File: config.mk
export PLATFORM = sky130hd
export DESIGN_NAME = led_dimming_pattern_mapper_unit
export DESIGN_NICKNAME = d
export VERILOG_FILES = /design/src/rtl/core/ldpm_pkg.sv /design/src/rtl/core/ldpm_pin_map.sv /design/src/rtl/core/led_dimming_pattern_mapper_unit.sv
export VERILOG_INCLUDE_DIRS = /design/src /design/src/rtl/core
export SDC_FILE = /design/constraint.sdc
export NUM_CORES = 1
export LEC_CHECK = 0
export BUFFER_PORTS_ARGS = -buffer_cell sky130_fd_sc_hd__buf_2
export CORE_MARGIN = 2
export CORE_UTILIZATION = 60
export CTS_BUF_LIST = sky130_fd_sc_hd__clkbuf_4 sky130_fd_sc_hd__clkbuf_8
export CTS_CLUSTER_DIAMETER = 200
export DETAILED_ROUTE_END_ITERATION = 10
export GPL_TIMING_DRIVEN = 1
export PLACE_DENSITY = 0.77
export SLEW_MARGIN = 25
export SYNTH_ARGS = -nofsm -noshare
export SYNTH_HDL_FRONTEND = slang
export SYNTH_SLANG_ARGS = --single-unit
File: constraint.sdc
create_clock -name clk -period 13.2 [get_ports clk]
set_input_delay 2.64 -clock clk [delete_from_list [all_inputs] [get_ports clk]]
set_output_delay 2.64 -clock clk [all_outputs]
set_load 0.01 [all_outputs]
File: src/rtl/core/led_dimming_pattern_mapper_unit_macros.svh
// assertion macros for the led dimming pattern mapper
// expects clk and arst_n in the scope of each use
`ifndef LED_DIMMING_PATTERN_MAPPER_UNIT_MACROS_SVH
`define LED_DIMMING_PATTERN_MAPPER_UNIT_MACROS_SVH

// same-cycle implication
`define LDPM_ASSERT_NOW(label, ante, cons, msg) \
	label: assert property (@(posedge clk) disable iff (!arst_n) (ante) |-> (cons)) \
		else $error(msg);

// next-cycle implication
`define LDPM_ASSERT_NEXT(label, ante, cons, msg) \
	label: assert property (@(posedge clk) disable iff (!arst_n) (ante) |=> (cons)) \
		else $error(msg);

`endif

File: src/rtl/core/ldpm_pkg.sv
// types and constants shared by the led dimming pattern mapper
// no dependencies
package ldpm_pkg;

	localparam int WORD_W       = 32;
	localparam int LED_IDX_W    = 3;
	localparam int PHASE_W      = 2;
	localparam int MAX_ASSIGN   = 8;
	localparam int CNT_W        = 6;
	localparam int DEF_NUM_LEDS  = 8;
	localparam int DEF_PIN_COUNT = 32;

	localparam logic CMD_TICK = 1'b0;
	localparam logic CMD_LOAD = 1'b1;

	localparam logic CFG_PIN_MASK = 1'b0;
	localparam logic CFG_ORDER    = 1'b1;

	typedef struct packed {
		logic              command;
		logic [WORD_W-1:0] pattern;
	} item_t;

	typedef struct packed {
		logic [WORD_W-1:0]  load_mask;
		logic [WORD_W-1:0]  load_value;
		logic [PHASE_W-1:0] phase_used;
	} result_t;

	// per-pin selection: pin drives an led, and which one
	typedef struct packed {
		logic                 en;
		logic [LED_IDX_W-1:0] led;
	} pin_sel_t;

endpackage

File: src/rtl/core/ldpm_pin_map.sv
// pin to led assignment table, rebuilt from the mask and order registers
// depends on ldpm_pkg
module ldpm_pin_map
	import ldpm_pkg::*;
#(
	parameter int NUM_LEDS  = DEF_NUM_LEDS,
	parameter int PIN_COUNT = DEF_PIN_COUNT
) (
	input  logic              clk,
	input  logic              arst_n,
	input  logic [WORD_W-1:0] pin_mask,
	input  logic [WORD_W-1:0] order,
	output pin_sel_t          pin_sel [PIN_COUNT]
);

	localparam logic [WORD_W:0] LIM_WIDE = (33'h1 << PIN_COUNT) - 33'h1;
	localparam logic [WORD_W-1:0] PIN_LIMIT = LIM_WIDE[WORD_W-1:0];

	logic [LED_IDX_W-1:0] nib [MAX_ASSIGN];
	logic [MAX_ASSIGN-1:0] eff;
	logic [CNT_W-1:0] total;
	pin_sel_t sel_d [PIN_COUNT];
	pin_sel_t sel_q [PIN_COUNT];

	assign total = CNT_W'($countones(pin_mask & PIN_LIMIT));

	// an assignment counts only if its led is below NUM_LEDS and no later used assignment names the same led
	always_comb begin
		for (int r = 0; r < MAX_ASSIGN; r++) begin
			nib[r] = order[4*r +: LED_IDX_W];
		end
		for (int r = 0; r < MAX_ASSIGN; r++) begin
			eff[r] = ({1'b0, nib[r]} < 4'(NUM_LEDS));
			for (int r2 = r + 1; r2 < MAX_ASSIGN; r2++) begin
				if ((CNT_W'(r2) < total) && (nib[r2] == nib[r])) begin
					eff[r] = 1'b0;
				end
			end
		end
	end

	for (genvar p = 0; p < PIN_COUNT; p++) begin : g_pin
		localparam logic [WORD_W-1:0] BELOW = (32'h1 << p) - 32'h1;
		logic [CNT_W-1:0] rank;

		// rank of this pin among the set mask bits below it
		assign rank = CNT_W'($countones(pin_mask & BELOW));

		always_comb begin
			sel_d[p].led = nib[rank[LED_IDX_W-1:0]];
			sel_d[p].en  = pin_mask[p] && (rank < CNT_W'(MAX_ASSIGN))
				&& eff[rank[LED_IDX_W-1:0]];
		end
	end

	always_ff @(posedge clk or negedge arst_n) begin
		if (!arst_n) begin
			for (int p = 0; p < PIN_COUNT; p++) begin
				sel_q[p] <= '0;
			end
		end else begin
			for (int p = 0; p < PIN_COUNT; p++) begin
				sel_q[p] <= sel_d[p];
			end
		end
	end

	assign pin_sel = sel_q;

endmodule

File: src/rtl/core/led_dimming_pattern_mapper_unit.sv
// led dimming pattern mapper, top level
// depends on ldpm_pkg, ldpm_pin_map and the assertion macro header
//
//  channel  | handshake              | word
//  ---------+------------------------+-------------------------------------
//  item     | item_valid/item_stall  | item_t: command, pattern
//  result   | result_valid/result_stall | result_t: mask, value, phase
//  config   | cfg_valid/cfg_ready    | cfg_index, cfg_data
//
// one word per cycle unless a tick waits on a stalled result: input
// register, then one level of bit-select logic into the result register
// the pin table is registered from the config registers in the next cycle
// a pattern load gives no result and never waits on the result side
// reset clears the phase, the pattern word, the config registers and the table
`include "led_dimming_pattern_mapper_unit_macros.svh"

module led_dimming_pattern_mapper_unit
	import ldpm_pkg::*;
#(
	parameter int NUM_LEDS  = DEF_NUM_LEDS,
	parameter int PIN_COUNT = DEF_PIN_COUNT
) (
	input  logic              clk,
	input  logic              arst_n,
	input  logic              item_valid,
	output logic              item_stall,
	input  item_t             item,
	output logic              result_valid,
	input  logic              result_stall,
	output result_t           result,
	input  logic              cfg_valid,
	output logic              cfg_ready,
	input  logic              cfg_index,
	input  logic [WORD_W-1:0] cfg_data
);

	logic [WORD_W-1:0] pin_mask_q;
	logic [WORD_W-1:0] order_q;
	logic [WORD_W-1:0] bright_q;
	logic [PHASE_W-1:0] phase_q;
	logic [PHASE_W-1:0] phase_next;
	logic valid_s1;
	item_t item_s1;
	logic adv_s1;
	logic tick;
	logic out_free;
	logic result_valid_q;
	result_t result_q;
	logic [WORD_W-1:0] on_bits;
	pin_sel_t pin_sel [PIN_COUNT];

	assign cfg_ready = 1'b1;

	always_ff @(posedge clk or negedge arst_n) begin
		if (!arst_n) begin
			pin_mask_q <= '0;
			order_q    <= '0;
		end else if (cfg_valid && cfg_ready) begin
			case (cfg_index)
				CFG_PIN_MASK: pin_mask_q <= cfg_data;
				CFG_ORDER:    order_q    <= cfg_data;
				default: ;
			endcase
		end
	end

	ldpm_pin_map #(
		.NUM_LEDS  (NUM_LEDS),
		.PIN_COUNT (PIN_COUNT)
	) u_pin_map (
		.clk      (clk),
		.arst_n   (arst_n),
		.pin_mask (pin_mask_q),
		.order    (order_q),
		.pin_sel  (pin_sel)
	);

	assign out_free   = !result_valid_q || !result_stall;
	assign adv_s1     = valid_s1 && ((item_s1.command == CMD_LOAD) || out_free);
	assign tick       = adv_s1 && (item_s1.command == CMD_TICK);
	assign item_stall = valid_s1 && !adv_s1;
	assign phase_next = phase_q + PHASE_W'(1);

	always_ff @(posedge clk or negedge arst_n) begin
		if (!arst_n) begin
			valid_s1 <= 1'b0;
		end else if (!item_stall) begin
			valid_s1 <= item_valid;
		end
	end

	always_ff @(posedge clk) begin
		if (item_valid && !item_stall) begin
			item_s1 <= item;
		end
	end

	always_ff @(posedge clk or negedge arst_n) begin
		if (!arst_n) begin
			bright_q <= '0;
			phase_q  <= '0;
		end else begin
			if (adv_s1 && (item_s1.command == CMD_LOAD)) begin
				bright_q <= item_s1.pattern;
			end
			if (tick) begin
				phase_q <= phase_next;
			end
		end
	end

	// pattern bit of the pin's led at the new phase: index led*4 + phase
	always_comb begin
		on_bits = '0;
		for (int p = 0; p < PIN_COUNT; p++) begin
			on_bits[p] = pin_sel[p].en && bright_q[{pin_sel[p].led, phase_next}];
		end
	end

	always_ff @(posedge clk or negedge arst_n) begin
		if (!arst_n) begin
			result_valid_q <= 1'b0;
		end else if (tick) begin
			result_valid_q <= 1'b1;
		end else if (!result_stall) begin
			result_valid_q <= 1'b0;
		end
	end

	always_ff @(posedge clk) begin
		if (tick) begin
			result_q.load_mask  <= pin_mask_q;
			result_q.load_value <= on_bits ^ pin_mask_q;
			result_q.phase_used <= phase_next;
		end
	end

	assign result_valid = result_valid_q;
	assign result       = result_q;

	`LDPM_ASSERT_NOW(a_stall_needs_word, item_stall, valid_s1, "stall without a held word")
	`LDPM_ASSERT_NEXT(a_phase_step, tick, phase_q == $past(phase_q) + PHASE_W'(1), "phase did not step")
	`LDPM_ASSERT_NEXT(a_load_keeps_phase, adv_s1 && (item_s1.command == CMD_LOAD), $stable(phase_q), "load moved phase")
	`LDPM_ASSERT_NOW(a_result_phase, result_valid_q, result_q.phase_used == phase_q, "result phase mismatch")

endmodule

# Word level (Yosys, flattened, before mapping)
# Index checks and enable logic that the tools add are counted.
# totals
regBits,326
input_bits,71
out_inout_bits,69
elab_cells,736
# op_classes
add_sub_neg,81
magnitude_cmp,132
n_eq_ne,29
mux,249
bitwise_logic,34
n_reduce_logical,136
# ops
operator,count
3-bit binary-select mux with 3-bit select,31
6-bit adder,38
"5-bit by 6-bit < comparator with 1-bit output, second input constant",32
3-bit two-way mux,62
"6-bit by 4-bit < comparator with 1-bit output, second input constant",30
1-bit binary-select mux with 5-bit select,32
1-bit logical AND,128
"4-bit greater-or-equal comparator, second input constant",31
"3-bit by 4-bit < comparator with 1-bit output, second input constant",30
3-bit NOT with 4-bit output,30
1-bit two-way mux,94
1-bit binary-select mux with 3-bit select,30
3-bit equality test,28
6-bit by 1-bit adder with 6-bit output,11
1-bit by 1-bit adder with 2-bit output,16
32-bit bitwise XOR,1
"3-bit by 6-bit < comparator with 1-bit output, first input constant",4
2-bit by 2-bit adder with 3-bit output,7
3-bit by 6-bit adder with 6-bit output,2
"2-bit by 6-bit < comparator with 1-bit output, first input constant",2
2-bit by 1-bit adder with 3-bit output,3
"1-bit by 4-bit < comparator with 1-bit output, second input constant",2
6-bit by 2-bit adder with 6-bit output,1
"1-bit by 6-bit < comparator with 1-bit output, first input constant",1
9 further kinds,15

# Logic depth before layout (Yosys ltp)
# depth
ltp_word,17
depth_mapped,31
ltp_nobuf,26

# Hierarchy
# Synthesis repeated with hierarchy kept, for this count alone.
# unflattened
hier_cells,2286
area_unflattened_um2,26555.5
# by_module_without_submodules
module,n_inst,cells_per_inst,area_per_inst_um2
ldpm_pin_map,1,1535,16818.6
led_dimming_pattern_mapper_unit,1,751,9736.8

# Worst setup path after synthesis
# OpenSTA, ideal clock, no wires.
# synth_timing
path_type,register -> register
start,register pin_mask_q[1]
end,register u_pin_map.sel_q (netlist bit u_pin_map.pin_sel[35])
setup_time_ns,0.092
arrival_time_ns,8.366
path_slack_ns,4.742
stages_incl_launch_ff,31
n_path_buf,5
period_less_slack_ns,8.458
path_cell_list,dfrtp_1 ha_1 inv_1 fa_1 inv_1 ha_1 clkbuf_1 inv_1 fa_1 clkbuf_1 inv_1 fa_1 ha_1 inv_1 fa_1 xor2_1 buf_1 inv_1 ha_1 ha_1 buf_2 xnor2_1 and3_1 o21a_1 mux2i_1 or4_1 o211a_2 buf_6 mux2_2 a2111o_1 o31ai_2
# synth_lines
item,line_no,source
"start, declared",led_dimming_pattern_mapper_unit.sv:37,logic [WORD_W-1:0] pin_mask_q;
"start signal, assigned",led_dimming_pattern_mapper_unit.sv:60,CFG_PIN_MASK: pin_mask_q <= cfg_data;
"end signal, assigned by index",ldpm_pin_map.sv:63,sel_q[p] <= sel_d[p];
"end, declared",ldpm_pin_map.sv:23,pin_sel_t sel_q [PIN_COUNT];

==> impl_metrics.csv <==
group,metric,value,unit
yosys,yosysUniqueCellTypes,71,
worst_hold_path,hold_path_depth,1,
routing,first_pass_iters,6,
timing,maxSlewViolCount,0,
global_routing,grtUsageTotal,35.0,%
critical_path,critical_path_peak_fanout,22,
clock_tree,clk_path_buf_depth,3,
routing,routed_wl,75400,microns
routing,met1_length,27200,microns
timing,grt_setup_unrepaired,"no",
place,place_ws,3590,ps
global_routing,antenna_found_initial,0,
routing,avgRoutedWirePerCell,29.2,microns
clock_tree,tritoncts,"done",
global_routing,grt_max_degree,123,
critical_path,worstSetupEndpointType,"register",
flow_run,cap_violations,0,
timing,setup_viol,0,
final_layout,drive_gt1_share,37.5,%
timing,max_slew_margin,20.9,%
yosys,synth_edf_count,99,
yosys,synth_top_family_by_area,"multiplexers",
timing,worst_pin_slew,1190,ps
clock_tree,path_clk_slew,60,ps
critical_path,rr_endpoint,"u_pin_map.pin_sel[3]",
global_routing,overflow,0,
yosys,synth_cells,1987,
final_layout,nets,2236,
critical_path,worstRegToRegCells,28,
yosys,syn_avg_cell_area,12.8,sq um
final_layout,antennaDiodeCount,0,
routing,first_iter_violations,2175,
worst_hold_path,hold_start,"item_s1[21]",
floorplanning,core_area,0.0419,sq mm
routing,vias,18300,
place,io_buffers,138,
critical_path,critPathSlowestCell,"fa_1",
floorplanning,num_rows,75,
yosys,async_reset_ff_share,69.0,%
clock_tree,clk_latency,700,ps
place,routabilityCongestion,0.966,
critical_path,crit_family,"adder cells",
timing,fin_worst_skew,28.7,ps
final_layout,layout_common_cells,"mux4_2, dfrtp_1, mux2_2",
routing,top_layer_used,"met4",
clock_tree,root_buffer,"clkbuf_8",
worst_hold_path,hp-class,"reg -> reg",
clock_tree,cts_made_buffers,57,
yosys,synth_nets,2224,
timing,fin_crit,9740,ps
global_routing,grt_pass1_wl,114000,microns
clock_tree,htreeDepth,2,
critical_path,start_kind,"register",
yosys,synth.area.mux_share,34.1,%
yosys,synthTopCellsByArea,"mux4_2, dfrtp_1, edfxtp_1, mux2_2, fa_1",
critical_path,slowest_delay,1010,ps
timing,hold_viol,0,
yosys,synth-adder-area-share,10.6,%
yosys,synth.largest_area_cell,"mux4_2",
critical_path,r2r_start,"pin_mask_q[0]",
final_layout,nFillCells,3027,
timing,max_freq,0.103,GHz
final_layout,final_common_cell,"mux4_2",
yosys,syn-cell-area,0.0253,sq mm
clock_tree,cts_setup_buffers,0,
floorplanning,die_w,210,microns
clock_tree,cts_resized,0,
critical_path,r2r_slack,3460,ps
yosys,synth_seq_cells,319,
routing,met2_length,34900,microns
yosys,synth_top_area_share,24.3,%
critical_path,path_class,"reg -> reg",
place,dp.final_hpwl,45000,microns
critical_path,cp_num_buf_inv,8,
timing,period_share,73.8,%
floorplanning,initial_core_util,60.6,%
run_status,status,"completed",
clock_tree,cts_sinks,319,
routing,drc_errors,0,
clock_tree,cts.hold.buffers_added,0,
critical_path,arrival,10360,ps
floorplanning,die_h,210,microns
timing,setup_slack,3460,ps
routing,met3WireLength,9200,microns
worst_hold_path,min_to,"bright_q[21]",
critical_path,cp_data_required_time,13830,ps
yosys,yosys_most_used_dff,"dfrtp_1",
floorplanning,die_area,0.0439,sq mm
routing,antenna_left,0,
routing,viasPerCell,7.08,
yosys,synthSimpleGateAreaFrac,5.94,%
final_layout,area_growth,8.54,%
yosys,synth_compound_area_share,4.78,%
yosys,yosysWarnings,0,
yosys,synth_xor_area_share,5.68,%
yosys,ys_seq_area_share,33.5,%
floorplanning,num_io_pins,140,
timing,tns,0,ps
global_routing,grt_pass1_vias,18800,
## cell type report
type                    instances  area (sq um)  share of cell area (%)
clock inverters                29           333                    1.21
inverters                     129           489                    1.78
well taps                     539           674                    2.45
clock buffers                  77           960                    3.49
repair buffers                176          1030                    3.73
multi-input cells            1316         15500                    56.5
flip-flops and latches        319          8480                    30.8
## metrics by stage
stage	std cells	cell area, sq um	hold WS [ps]	utilization (%)
after global placement	2477	26200	460	62.5
after detailed placement	2477	26200	468	62.5
after floorplan	1987	25300	423	-
after CTS	2583	27500	478	65.6
final	2585	27500	475	65.7
after global routing	2585	27500	488	65.7
## sequential cells by signal (all words and copies together) (netlist names)
register and flops:
item_s1 33, bright_q 32, pin_mask_q 32, result_valid 1, result 66, valid_s1 1
u_pin_map.pin_sel 128, order_q 24, phase_q 2
## routing by layer
layer	vias up	global-route usage, %
li1	7388	-
met5	-	0
met1	9174	46.4
met3	344	8.07
met2	1389	55.0
met4	0	17.6
## Yosys cell counts, types with 7 or more instances
cell / number
o21ai_0: 47
buf_1: 41
dfrtp_1: 220
buf_2: 25
ha_1: 88
nand3b_1: 9
o31ai_1: 8
nor2_1: 31
mux2_2: 188
or3_1: 12
nand2b_1: 12
nand4_1: 10
nor3_1: 22
a21o_1: 11
clkbuf_1: 151
mux4_2: 274
nand2_1: 122
mux2i_1: 27
a21oi_1: 38
o22ai_1: 13
fa_1: 78
nand3_1: 54
inv_1: 125
a31oi_1: 11
o21ai_1: 10
edfxtp_1: 99
xnor2_1: 91
nor4_1: 7
xor2_1: 68
## worst max-delay path by stage
stage,from,end,cells past startpoint
detailed placement,pin_mask_q[0],u_pin_map.pin_sel[3],28
finish,pin_mask_q[0],u_pin_map.pin_sel[3],28
global placement,pin_mask_q[0],u_pin_map.pin_sel[3],28
floorplan,pin_mask_q[1],u_pin_map.pin_sel[35],30
CTS,pin_mask_q[0],u_pin_map.pin_sel[3],28
global route,pin_mask_q[0],u_pin_map.pin_sel[3],28
## kinds of logic after synthesis
kind of cell / Yosys count
adders and majority gates: 168
xor gates and xnor gates: 161
muxes: 492
AOI/OAI and AO/OA: 183
and+or+nand+nor: 311
other: 1
buffers and inverters: 352
DFF: 319
Power is not shown: default switching activity piles up to over one toggle a cycle in this logic, so the estimate is an artifact.
